--- src/hw/rtl/bhp_pkg.sv ---
// Shared types and constants of the biquad high-pass filter.
`default_nettype none

package bhp_pkg;

  // Coefficient register width and the Q3.28 fraction width.
  localparam int COEF_BITS = 32;
  localparam int FRAC_BITS = 28;
  localparam logic signed [COEF_BITS-1:0] COEF_ONE = 32'sh1000_0000;

  // Register indexes on the configuration port.
  localparam logic [2:0] REG_B0  = 3'd0;
  localparam logic [2:0] REG_B1  = 3'd1;
  localparam logic [2:0] REG_B2  = 3'd2;
  localparam logic [2:0] REG_A1  = 3'd3;
  localparam logic [2:0] REG_A2  = 3'd4;
  localparam logic [2:0] REG_INV = 3'd5;

  // Multiplier operand selection, one code for each pass of the shared unit.
  localparam logic [2:0] SEL_B0  = 3'd0;
  localparam logic [2:0] SEL_B1  = 3'd1;
  localparam logic [2:0] SEL_B2  = 3'd2;
  localparam logic [2:0] SEL_A1  = 3'd3;
  localparam logic [2:0] SEL_A2  = 3'd4;
  localparam logic [2:0] SEL_INV = 3'd5;

  typedef struct packed {
    logic signed [COEF_BITS-1:0] b0;
    logic signed [COEF_BITS-1:0] b1;
    logic signed [COEF_BITS-1:0] b2;
    logic signed [COEF_BITS-1:0] a1;
    logic signed [COEF_BITS-1:0] a2;
    logic signed [COEF_BITS-1:0] inv_a0;
  } bhp_coef_t;

  // Commands from the controller to the datapath.
  typedef struct packed {
    logic       load;     // capture the input item and clear the accumulator
    logic       mul;      // register one product of the shared multiplier
    logic [2:0] mul_sel;  // operand pair for that product
    logic       acc_add;  // add the registered product to the accumulator
    logic       acc_sub;  // subtract it instead (feedback terms)
    logic       rnd;      // round the accumulator into the intermediate value
    logic       commit;   // load the result register and shift the delay line
  } bhp_cmd_t;

endpackage

`default_nettype wire

--- src/hw/rtl/bhp_regs.sv ---
// Configuration register file on the APB-style port.
`default_nettype none

module bhp_regs (
  input  wire logic             clk,
  input  wire logic             rst,
  input  wire logic             psel,
  input  wire logic             penable,
  input  wire logic             pwrite,
  input  wire logic [4:0]       paddr,
  input  wire logic [31:0]      pwdata,
  output logic      [31:0]      prdata,
  output logic                  pready,
  output bhp_pkg::bhp_coef_t    coef
);
  import bhp_pkg::*;

  logic [2:0] reg_idx;
  logic       wr_en;

  assign reg_idx = paddr[4:2];
  assign wr_en   = psel && penable && pwrite;
  assign pready  = 1'b1;

  // Register writes; indexes beyond the list are ignored.
  always_ff @(posedge clk) begin
    if (rst) begin
      coef.b0     <= COEF_ONE;
      coef.b1     <= '0;
      coef.b2     <= '0;
      coef.a1     <= '0;
      coef.a2     <= '0;
      coef.inv_a0 <= COEF_ONE;
    end else if (wr_en) begin
      case (reg_idx)
        REG_B0:  coef.b0     <= pwdata;
        REG_B1:  coef.b1     <= pwdata;
        REG_B2:  coef.b2     <= pwdata;
        REG_A1:  coef.a1     <= pwdata;
        REG_A2:  coef.a2     <= pwdata;
        REG_INV: coef.inv_a0 <= pwdata;
        default: ;
      endcase
    end
  end

  // Read-back multiplexer.
  always_comb begin
    case (reg_idx)
      REG_B0:  prdata = coef.b0;
      REG_B1:  prdata = coef.b1;
      REG_B2:  prdata = coef.b2;
      REG_A1:  prdata = coef.a1;
      REG_A2:  prdata = coef.a2;
      REG_INV: prdata = coef.inv_a0;
      default: prdata = '0;
    endcase
  end

endmodule

`default_nettype wire

--- src/hw/rtl/bhp_ctrl.sv ---
// Controller state machine that sequences the shared multiply-accumulate unit.
`default_nettype none

module bhp_ctrl (
  input  wire logic         clk,
  input  wire logic         rst,
  input  wire logic         item_valid,
  output logic              item_ready,
  input  wire logic         out_free,
  output bhp_pkg::bhp_cmd_t cmd
);
  import bhp_pkg::*;

  localparam logic [2:0] S_IDLE = 3'd0;
  localparam logic [2:0] S_MAC  = 3'd1;
  localparam logic [2:0] S_RND  = 3'd2;
  localparam logic [2:0] S_GAIN = 3'd3;
  localparam logic [2:0] S_FIN  = 3'd4;

  logic [2:0] state;
  logic [2:0] state_next;
  logic [2:0] step;
  logic [2:0] step_next;
  logic [2:0] prev_sel;

  // The product accumulated in a step was selected in the step before.
  assign prev_sel = step - 3'd1;

  // Next state, step count and commands.
  always_comb begin
    state_next = state;
    step_next  = step;
    item_ready = 1'b0;
    cmd        = '0;
    case (state)
      S_IDLE: begin
        item_ready = 1'b1;
        if (item_valid) begin
          cmd.load   = 1'b1;
          step_next  = SEL_B0;
          state_next = S_MAC;
        end
      end
      S_MAC: begin
        cmd.mul     = (step != SEL_INV);
        cmd.mul_sel = step;
        cmd.acc_add = (step != SEL_B0);
        cmd.acc_sub = (step != SEL_B0) && (prev_sel inside {SEL_A1, SEL_A2});
        step_next   = step + 3'd1;
        if (step == SEL_INV) begin
          state_next = S_RND;
        end
      end
      S_RND: begin
        cmd.rnd    = 1'b1;
        state_next = S_GAIN;
      end
      S_GAIN: begin
        cmd.mul     = 1'b1;
        cmd.mul_sel = SEL_INV;
        state_next  = S_FIN;
      end
      S_FIN: begin
        if (out_free) begin
          cmd.commit = 1'b1;
          state_next = S_IDLE;
        end
      end
      default: state_next = S_IDLE;
    endcase
  end

  // State registers.
  always_ff @(posedge clk) begin
    if (rst) begin
      state <= S_IDLE;
      step  <= SEL_B0;
    end else begin
      state <= state_next;
      step  <= step_next;
    end
  end

endmodule

`default_nettype wire

--- src/hw/rtl/bhp_datapath.sv ---
// Datapath: shared multiplier, accumulator, rounding, saturation and delay state.
`default_nettype none

module bhp_datapath #(
  parameter int CHANNELS    = 2,
  parameter int SAMPLE_BITS = 24
) (
  input  wire logic                          clk,
  input  wire logic                          rst,
  input  wire bhp_pkg::bhp_cmd_t             cmd,
  input  wire bhp_pkg::bhp_coef_t            coef,
  input  wire logic signed [SAMPLE_BITS-1:0] sample_in,
  input  wire logic                          chan_sel,
  input  wire logic                          result_ready,
  output logic                               result_valid,
  output logic signed [SAMPLE_BITS-1:0]      sample_out,
  output logic                               chan_out,
  output logic                               out_free
);
  import bhp_pkg::*;

  localparam int CH_W   = (CHANNELS > 1) ? $clog2(CHANNELS) : 1;
  localparam int MB_W   = SAMPLE_BITS + 7;        // second multiplier operand
  localparam int PROD_W = COEF_BITS + MB_W;       // registered product
  localparam int ACC_W  = SAMPLE_BITS + 35;       // five products without loss
  localparam int RND_W  = PROD_W - FRAC_BITS;     // rounded gain product
  localparam int TOP_W  = RND_W - SAMPLE_BITS + 1;

  localparam logic signed [ACC_W-1:0]  HALF_A = ACC_W'(1) << (FRAC_BITS - 1);
  localparam logic signed [PROD_W-1:0] HALF_P = PROD_W'(1) << (FRAC_BITS - 1);
  localparam logic [SAMPLE_BITS-1:0] Y_MAX = {1'b0, {(SAMPLE_BITS-1){1'b1}}};
  localparam logic [SAMPLE_BITS-1:0] Y_MIN = {1'b1, {(SAMPLE_BITS-1){1'b0}}};

  logic signed [SAMPLE_BITS-1:0] x_cur;
  logic                          chan_cur;
  logic [CH_W-1:0]               ch;

  logic signed [SAMPLE_BITS-1:0] x1 [CHANNELS];
  logic signed [SAMPLE_BITS-1:0] x2 [CHANNELS];
  logic signed [SAMPLE_BITS-1:0] y1 [CHANNELS];
  logic signed [SAMPLE_BITS-1:0] y2 [CHANNELS];

  logic signed [COEF_BITS-1:0] op_a;
  logic signed [MB_W-1:0]      op_b;
  logic signed [PROD_W-1:0]    prod;
  logic signed [ACC_W-1:0]     acc;
  logic signed [ACC_W-1:0]     acc_rnd;
  logic signed [MB_W-1:0]      mid;
  logic signed [PROD_W-1:0]    prod_rnd;
  logic signed [RND_W-1:0]     y_wide;
  logic [TOP_W-1:0]            y_top;
  logic [SAMPLE_BITS-1:0]      y_sat;

  // Channel of the current item; out-of-range codes fold onto channel zero.
  assign ch = (CHANNELS > 1) ? CH_W'(chan_cur) : '0;

  // Input capture.
  always_ff @(posedge clk) begin
    if (cmd.load) begin
      x_cur    <= sample_in;
      chan_cur <= chan_sel;
    end
  end

  // Operand selection for the shared multiplier.
  always_comb begin
    case (cmd.mul_sel)
      SEL_B0: begin
        op_a = coef.b0;
        op_b = {{7{x_cur[SAMPLE_BITS-1]}}, x_cur};
      end
      SEL_B1: begin
        op_a = coef.b1;
        op_b = {{7{x1[ch][SAMPLE_BITS-1]}}, x1[ch]};
      end
      SEL_B2: begin
        op_a = coef.b2;
        op_b = {{7{x2[ch][SAMPLE_BITS-1]}}, x2[ch]};
      end
      SEL_A1: begin
        op_a = coef.a1;
        op_b = {{7{y1[ch][SAMPLE_BITS-1]}}, y1[ch]};
      end
      SEL_A2: begin
        op_a = coef.a2;
        op_b = {{7{y2[ch][SAMPLE_BITS-1]}}, y2[ch]};
      end
      SEL_INV: begin
        op_a = coef.inv_a0;
        op_b = mid;
      end
      default: begin
        op_a = '0;
        op_b = '0;
      end
    endcase
  end

  // Multiplier with its product register.
  always_ff @(posedge clk) begin
    if (cmd.mul) begin
      prod <= op_a * op_b;
    end
  end

  // Accumulator; the feedback terms are subtracted.
  always_ff @(posedge clk) begin
    if (cmd.load) begin
      acc <= '0;
    end else if (cmd.acc_add) begin
      if (cmd.acc_sub) begin
        acc <= acc - ACC_W'(prod);
      end else begin
        acc <= acc + ACC_W'(prod);
      end
    end
  end

  // First rounding: round half up from Q.51 to Q.23.
  assign acc_rnd = acc + HALF_A;

  always_ff @(posedge clk) begin
    if (cmd.rnd) begin
      mid <= acc_rnd[ACC_W-1:FRAC_BITS];
    end
  end

  // Second rounding after the gain, then saturation to the sample width.
  assign prod_rnd = prod + HALF_P;
  assign y_wide   = prod_rnd[PROD_W-1:FRAC_BITS];
  assign y_top    = y_wide[RND_W-1:SAMPLE_BITS-1];

  always_comb begin
    if ((&y_top) || !(|y_top)) begin
      y_sat = y_wide[SAMPLE_BITS-1:0];
    end else if (y_wide[RND_W-1]) begin
      y_sat = Y_MIN;
    end else begin
      y_sat = Y_MAX;
    end
  end

  // Result register, kept apart from the input side.
  assign out_free = !result_valid || result_ready;

  always_ff @(posedge clk) begin
    if (rst) begin
      result_valid <= 1'b0;
    end else if (cmd.commit) begin
      result_valid <= 1'b1;
    end else if (result_ready) begin
      result_valid <= 1'b0;
    end
  end

  always_ff @(posedge clk) begin
    if (cmd.commit) begin
      sample_out <= y_sat;
      chan_out   <= chan_cur;
    end
  end

  // Per-channel delay state, shifted when a result is committed.
  always_ff @(posedge clk) begin
    if (rst) begin
      for (int c = 0; c < CHANNELS; c++) begin
        x1[c] <= '0;
        x2[c] <= '0;
        y1[c] <= '0;
        y2[c] <= '0;
      end
    end else if (cmd.commit) begin
      x2[ch] <= x1[ch];
      x1[ch] <= x_cur;
      y2[ch] <= y1[ch];
      y1[ch] <= y_sat;
    end
  end

endmodule

`default_nettype wire

--- src/hw/rtl/biquad_high_pass_filter.sv ---
// Top level of the multi-channel Direct Form I biquad high-pass filter.
//
//   Transfer    Handshake                      Payload
//   item        item_valid / item_ready        sample_in, chan_sel
//   result      result_valid / result_ready    sample_out, chan_out
//   config      psel, penable, pwrite, pready  paddr, pwdata, prdata
//
// After acceptance the block captures the item, runs the single shared
// multiplier for the five taps and accumulates the last product, rounds,
// performs the gain multiply and commits; it is then ready for the next item.
// The result is valid the cycle after the commit.
// A result waiting in the output register does not stop the next item from
// being accepted; only the commit waits for the register to be free.
// Reset is synchronous and clears the coefficients to unity gain and all delay state.
`default_nettype none

module biquad_high_pass_filter #(
  parameter int CHANNELS    = 2,
  parameter int SAMPLE_BITS = 24
) (
  input  wire logic                          clk,
  input  wire logic                          rst,
  input  wire logic                          psel,
  input  wire logic                          penable,
  input  wire logic                          pwrite,
  input  wire logic [4:0]                    paddr,
  input  wire logic [31:0]                   pwdata,
  output logic      [31:0]                   prdata,
  output logic                               pready,
  input  wire logic                          item_valid,
  output logic                               item_ready,
  input  wire logic signed [SAMPLE_BITS-1:0] sample_in,
  input  wire logic                          chan_sel,
  output logic                               result_valid,
  input  wire logic                          result_ready,
  output logic signed [SAMPLE_BITS-1:0]      sample_out,
  output logic                               chan_out
);
  import bhp_pkg::*;

  bhp_coef_t coef;
  bhp_cmd_t  cmd;
  logic      out_free;

  // Coefficient registers.
  bhp_regs u_regs (
    .clk     (clk),
    .rst     (rst),
    .psel    (psel),
    .penable (penable),
    .pwrite  (pwrite),
    .paddr   (paddr),
    .pwdata  (pwdata),
    .prdata  (prdata),
    .pready  (pready),
    .coef    (coef)
  );

  // Sequencer.
  bhp_ctrl u_ctrl (
    .clk        (clk),
    .rst        (rst),
    .item_valid (item_valid),
    .item_ready (item_ready),
    .out_free   (out_free),
    .cmd        (cmd)
  );

  // Arithmetic and delay state.
  bhp_datapath #(
    .CHANNELS    (CHANNELS),
    .SAMPLE_BITS (SAMPLE_BITS)
  ) u_datapath (
    .clk          (clk),
    .rst          (rst),
    .cmd          (cmd),
    .coef         (coef),
    .sample_in    (sample_in),
    .chan_sel     (chan_sel),
    .result_ready (result_ready),
    .result_valid (result_valid),
    .sample_out   (sample_out),
    .chan_out     (chan_out),
    .out_free     (out_free)
  );

endmodule

`default_nettype wire

--- config.mk ---
export PLATFORM = sky130hd
export DESIGN_NAME = biquad_high_pass_filter
export DESIGN_NICKNAME = d
export VERILOG_FILES = /design/src/hw/rtl/bhp_pkg.sv /design/src/hw/rtl/bhp_regs.sv /design/src/hw/rtl/bhp_ctrl.sv /design/src/hw/rtl/bhp_datapath.sv /design/src/hw/rtl/biquad_high_pass_filter.sv
export SDC_FILE = /design/constraint.sdc
export NUM_CORES = 2
export LEC_CHECK = 0
export ABC_AREA = 0
export BUFFER_PORTS_ARGS = -buffer_cell sky130_fd_sc_hd__buf_2
export CAP_MARGIN = 40
export CORE_MARGIN = 2
export CORE_UTILIZATION = 25
export CTS_CLUSTER_SIZE = 20
export DETAILED_ROUTE_END_ITERATION = 16
export HOLD_SLACK_MARGIN = 0.08
export PLACE_DENSITY_LB_ADDON = 0.25
export SLEW_MARGIN = 20
export SYNTH_ARGS = -nofsm -noshare
export SYNTH_HDL_FRONTEND = slang
export SYNTH_SLANG_ARGS = --single-unit
--- constraint.sdc ---
create_clock -name clk -period 10.3 [get_ports clk]
set_clock_uncertainty 0.1 [all_clocks]
set_input_delay 0 -clock clk [delete_from_list [all_inputs] [get_ports clk]]
set_output_delay 0 -clock clk [all_outputs]
set_load 0.1 [all_outputs]
# Yosys cells after proc, flatten, opt, wreduce, memory -nomap -nowiden
# Memories as Yosys holds them, arrays and structs flattened. A register that Yosys moved wholly into a read port is not among the register bits.
# Index checks and enable logic that the tools add are counted.
# Widths: inputs -> output; s select.
# word_totals
mem_count	4
wordCells	119
output_inout_bits	60
in_bits	69
regBits	402
ramBits	192
# memory_table
name	words	word_bits	read_ports	rd_clocked_by_memory_dff	wr	line	rtl
u_datapath.x1	2	24	1	1	2	bhp_datapath.sv:38	logic signed [SAMPLE_BITS-1:0] x1 [CHANNELS];
u_datapath.x2	2	24	1	1	2	bhp_datapath.sv:39	logic signed [SAMPLE_BITS-1:0] x2 [CHANNELS];
u_datapath.y1	2	24	1	1	2	bhp_datapath.sv:40	logic signed [SAMPLE_BITS-1:0] y1 [CHANNELS];
u_datapath.y2	2	24	1	1	2	bhp_datapath.sv:41	logic signed [SAMPLE_BITS-1:0] y2 [CHANNELS];
# classes
add_sub_neg	6
mul	1
n_reduce_logical	28
muxes	43
n_eq_ne	21
# ops
cell	count
$pmux 32 s6	2
$pmux 31 s6	1
$mux 24	6
$reduce_or 24->1	4
$add 63x29->63 const B	1
$mul 32x31->63	1
$add 59x29->59 const B	1
$add 59x59->59	1
$mux 59	1
$sub 59x59->59	1
$mux 1	25
$eq 3x2->1 const B	7
$eq 3x3->1 const B	7
$pmux 3 s5	1
$reduce_and 2->1	7
$mux 3	4
$reduce_and 12->1	1
$reduce_or 12->1	1
$eq 3x1->1 const B	3
$logic_not 3->1	3
$pmux 4 s2	1
$pmux 3 s2	1
$reduce_bool 2->1	3
$ne 2x2->1 const B	2
other kinds (10)	14

# Depth between registers and ports, before layout
# depth
depth_word	9
depth_mapped	40
ltp_nobuf	34

# By module
# Synthesis repeated with hierarchy kept, for this count alone.
# unflattened
hier_cells	7001
area_unflattened_um2	66631.4
# modules_own_cells
module	area_per_inst_um2	cells_per_inst	seq_area_each_um2	instances
bhp_datapath	57071.0	6081	11310.8	1
bhp_regs	9122.5	862	3843.7	1
bhp_ctrl	437.9	58	120.1	1

# Worst setup path before layout
# OpenSTA, ideal clock, no wires.
# synth_timing
path_type	register to register
from	register (tool-made name)
to	register u_datapath.prod[49] (data pin)
slack_ps	409
path_stages_with_launch	36
arrival_ps	9527
cell_sequence	dfxtp_1 -> buf_2 -> buf_2 -> buf_1 -> clkbuf_1 -> mux2_2 -> a21oi_1 -> o22ai_1 -> nor3_1 -> clkbuf_1 -> nor2_1 -> fa_1 -> inv_1 -> fa_1 -> inv_1 -> fa_1 -> inv_1 -> fa_1 -> inv_1 -> fa_1 -> fa_1 -> fa_1 -> inv_1 -> fa_1 -> inv_1 -> ha_1 -> a21oi_1 -> o21ai_0 -> a221oi_1 -> o21ai_0 -> o21ai_1 -> a31oi_1 -> a221o_1 -> a21o_1 -> a221oi_1 -> xnor2_1
# synth_lines
item	line	rtl
end signal: assignment	bhp_datapath.sv:102	prod <= op_a * op_b;
end: declaration	bhp_datapath.sv:45	logic signed [PROD_W-1:0] prod;

# Final worst setup path
# layout_timing
from	register u_ctrl.state[0]
to	register u_datapath.prod[60] (data pin)
# layout_between
elab_chain_cells	5
word_cells_on_any_way	12
cone_classes	mul: 1; eq/ne: 7; mux: 3; reduce/logical: 1
# layout_rtl
item	line	rtl
start: declaration	bhp_ctrl.sv:20	logic [2:0] state;
start signal: assignment	bhp_ctrl.sv:79	state <= state_next;
$eq 3x2->1 or $eq 3x1->1 (tied branches)	bhp_ctrl.sv:35	case (state)
$pmux 4 s2 (*)	bhp_ctrl.sv:35	
$eq 3x3->1, or another cell as far along	bhp_datapath.sv:67	case (cmd.mul_sel)
$pmux 32 s6 or $pmux 31 s6 (tied branches)	bhp_datapath.sv:67	
$mul 32x31->63 (*)	bhp_datapath.sv:102	
# Mark *: on every way between the ends. The rest lies on a longest branch, timed or not.
# A chain may end at the register's enable or synchronous reset.

==> run metrics <==
status finished clean; sum of overflow across all layers after global routing 0; Mapped Area roughly 0.065 sq mm; final hold vios 0; Num Clock Sinks 595; stage delay of the slowest cell on the critical path about 0.57 ns; count of mapped cells out of synthesis roughly 7000; final max-slew violation count 0; Skew-Pair Late Insertion Delay 0.71 ns; synthesis-to-layout area growth 18.3%; fin crit share 0.960; total power density per cell area about 110 mW/mm^2; FF+latch area between 0.015 and 0.02 sq mm; type of the worst setup path reg2reg; proportion of register bits with asynchronous set or reset after synthesis 0; y dimension of the die 514 um; classification of the worst-slack hold path in2reg; net total in the final layout about 8800; Longest Clk Path Bufs 3; net switching power of the design between 3000 and 4000 uW; CTS root buf sky130_fd_sc_hd__clkbuf_16; Max Cap Viol 0; row cnt between 150 and 200; register area share after synthesis 0.235; antenna violations before repair 5; startpoint of the worst-slack reg-to-reg timing path u_ctrl.state[0]; cell internal power dissipation 5460 uW; half-perimeter wire length after detailed placement ~180 mm; count of flip-flops with a built-in enable after synthesis ~340; All-Layer GR Usage 0.180; first-pass GRT wire length roughly 360 mm; WP data required between 10 and 15 ns; cts bufs inserted around 70; highest clock frequency the design can meet between 0.1 and 0.15 GHz; library cell appearing most often on the critical path sky130_fd_sc_hd__fa_1; maximum ir drop on the vdd rail 0.118 mV; multi-input logic area roughly 0.044 sq mm; DRT antenna net count 0; cell type of the slowest stage on the worst timing path sky130_fd_sc_hd__fa_1; fin crit period ~9.9 ns; Post-Place Worst Slack 0.194 ns; Net Count, Synth 8505; start point of the critical path u_ctrl.state[0]; number of input and output port buffers inserted ~130; share of cells above drive strength 1 0.107; commonest cells after routing, fill and taps aside sky130_fd_sc_hd__inv_1 (1124), sky130_fd_sc_hd__nand2_1 (1116), sky130_fd_sc_hd__fa_1 (1045); vias in the first global route roughly 54000; setup slack after layout 0.412 ns; Netlist cell types 77; hold path start pwdata[11]; detailed router's first-iteration violation count 4132; Core Area 0.259 sq mm; share of total power consumed by net switching 0.377; number of flip-flops and latches in the synthesized netlist approximately 600; number of fill cells in the layout roughly 27000; fraction of power consumed by combinational cells 0.369; measured slew at the worst slew-check pin slightly above 0.9 ns; highest fanout seen on the critical path 12; Core Util, Final 0.297; total negative slack 0 ns; effective utilization at floorplan 0.251; average cell area after synthesis just over 9 sq um; leading cell type in the layout, fill and taps excluded sky130_fd_sc_hd__inv_1; via count of the routed design 52058; portion of total power attributed to sequential cells 0.331; drt total wl between 200 and 250 mm; part of the power in the clock network 0.301; area of the die ~0.26 sq mm; worst relative slew slack 0.391; final weighted congestion in routability-driven placement a little under 0.9; # setup viols final 0; clock transition time at the flip-flop clock pins of the worst setup and hold paths around 0.060 ns; type of origin of the critical path flip-flop; Ports ~130; H-Tree Level Count 3; Pre-antenna DRT Iters 5; Setup crit end kind flip-flop; horizontal die dimension about 510 um; pin count of the biggest net entering global routing 70; CTS tree built; most instantiated flip-flop cell in the synthesis netlist sky130_fd_sc_hd__edfxtp_1; DRC Markers 0; DR WL/cell roughly 22 um; data arrival time of the worst path approximately 10 ns; via density per instance between 4 and 5; count of warnings emitted by yosys 0; static leakage power 0.0343 uW
==> layer usage <==
| metal | track usage | wire length (um) | share of wire | up-vias |
|---|---|---|---|---|
| met5 | 0 | 27 | 0.00011 | - |
| met4 | 0.0501 | 7450 | 0.031 | 4 |
| met3 | 0.0323 | 17700 | 0.074 | 324 |
| met2 | 0.281 | 105000 | 0.44 | 1843 |
| met1 | 0.254 | 108000 | 0.45 | 26500 |
| li1 | - | - | - | 23387 |
==> cell families after synthesis <==
kind of cell               count (synthesis)  synth area share
adders and majority gates               1297             0.371
DFF                                      595             0.235
AOI/OAI and AO/OA                       1047             0.104
xor gates and xnor gates                 235            0.0317
buffers and inverters                   1543            0.0902
muxes                                    130            0.0205
and+or+nand+nor                         2291             0.147
other                                      1         0.0000578
==> final cells by class <==
cell class | instances | area share
multi-input combinational | 5001 | 0.578
clock inverter | 35 | 0.00546
antenna | 1 | 0.0000326
inverter | 1128 | 0.0552
sequential | 595 | 0.199
timing repair buffer | 660 | 0.0808
clock buffer | 96 | 0.0261
tap | 3402 | 0.0554
==> final timing paths <==
check / cells after the start / endpoint / slack, ns
setup reg to reg: 35 / u_datapath.prod[60] / 0.41
setup / recovery: 35 / u_datapath.prod[60] / 0.41
hold / removal: 4 / u_regs.coef[11] / 0.12
hold reg to reg: 2 / u_datapath.acc[14] / 0.36
==> state kept, by name, indices dropped and copies added, names as in the netlist, named ones only <==
name	count
u_ctrl.state	3
u_ctrl.step	3
u_datapath.acc	59
u_datapath.ch	1
u_datapath.chan_out	1
u_datapath.mid	31
u_datapath.prod	63
u_datapath.result_valid	1
u_datapath.sample_out	24
u_datapath.x1	48
u_datapath.x2	48
u_datapath.x_cur	24
u_datapath.y1	48
u_datapath.y2	48
u_regs.coef	192
==> repair_timing <==
item                                   CTS  global route
setup endpoints to repair                0            11
setup buffers                            0            10
endpoints found under the hold margin  241             0
gates resized for setup                  0            16
hold buffers                           115             0
==> through the flow <==
stage	total power (uW)	hold slack, ns	instance area, sq um	instances
after detailed placement	6100	0.0781	73000	10660
after global routing	9260	0.120	76800	10917
after floorplan	4870	-0.00113	64900	7139
after global placement	6070	0.0808	72500	10627
final	8760	0.119	76800	10918
after CTS	8800	0.0876	76600	10906
==> cell usage after synthesis (25+ instances only) <==
cell,n,share of area
sky130_fd_sc_hd__inv_1,1127,0.065
sky130_fd_sc_hd__edfxtp_1,336,0.16
sky130_fd_sc_hd__and2_1,46,0.0044
sky130_fd_sc_hd__o21ai_0,105,0.0081
sky130_fd_sc_hd__or3_1,27,0.0026
sky130_fd_sc_hd__nand2b_1,25,0.0024
sky130_fd_sc_hd__nand2_1,1125,0.065
sky130_fd_sc_hd__fa_1,1048,0.32
sky130_fd_sc_hd__nor2_1,753,0.044
sky130_fd_sc_hd__dfxtp_1,259,0.080
sky130_fd_sc_hd__a221o_1,65,0.010
sky130_fd_sc_hd__mux2i_1,108,0.017
sky130_fd_sc_hd__ha_1,249,0.048
sky130_fd_sc_hd__a22oi_1,98,0.011
sky130_fd_sc_hd__xor2_1,81,0.011
sky130_fd_sc_hd__nand4_1,36,0.0035
sky130_fd_sc_hd__a21oi_1,428,0.033
sky130_fd_sc_hd__nand3_1,94,0.0072
sky130_fd_sc_hd__a21o_1,64,0.0074
sky130_fd_sc_hd__clkbuf_1,368,0.021
sky130_fd_sc_hd__and3_1,50,0.0048
sky130_fd_sc_hd__a221oi_1,44,0.0059
sky130_fd_sc_hd__nor3_1,52,0.0040
sky130_fd_sc_hd__xnor2_1,154,0.021
sky130_fd_sc_hd__a211oi_1,69,0.0080
==> worst max-delay path, delay by kind of cell, from the launching register on <==
family | cells | cell delay (ns)
fa+ha+maj | 9 | 4.43
flops | 1 | 0.32
simple gates | 9 | 2.07
xor+xnor | 1 | 0.13
buf+inv | 10 | 1.26
compound gates | 6 | 1.27
==> power by group through the flow <==
| stage | clock network, uW | logic (uW) | registers [uW] |
|---|---|---|---|
| final | 2630 | 3230 | 2900 |
| after detailed placement | 0 | 3160 | 2940 |
| after global placement | 0 | 3130 | 2940 |
| after floorplan | 0 | 2040 | 2830 |
| after CTS | 2700 | 3210 | 2890 |
| after global routing | 2780 | 3560 | 2910 |
No activity file was read; power rests on OpenSTA's default activity.
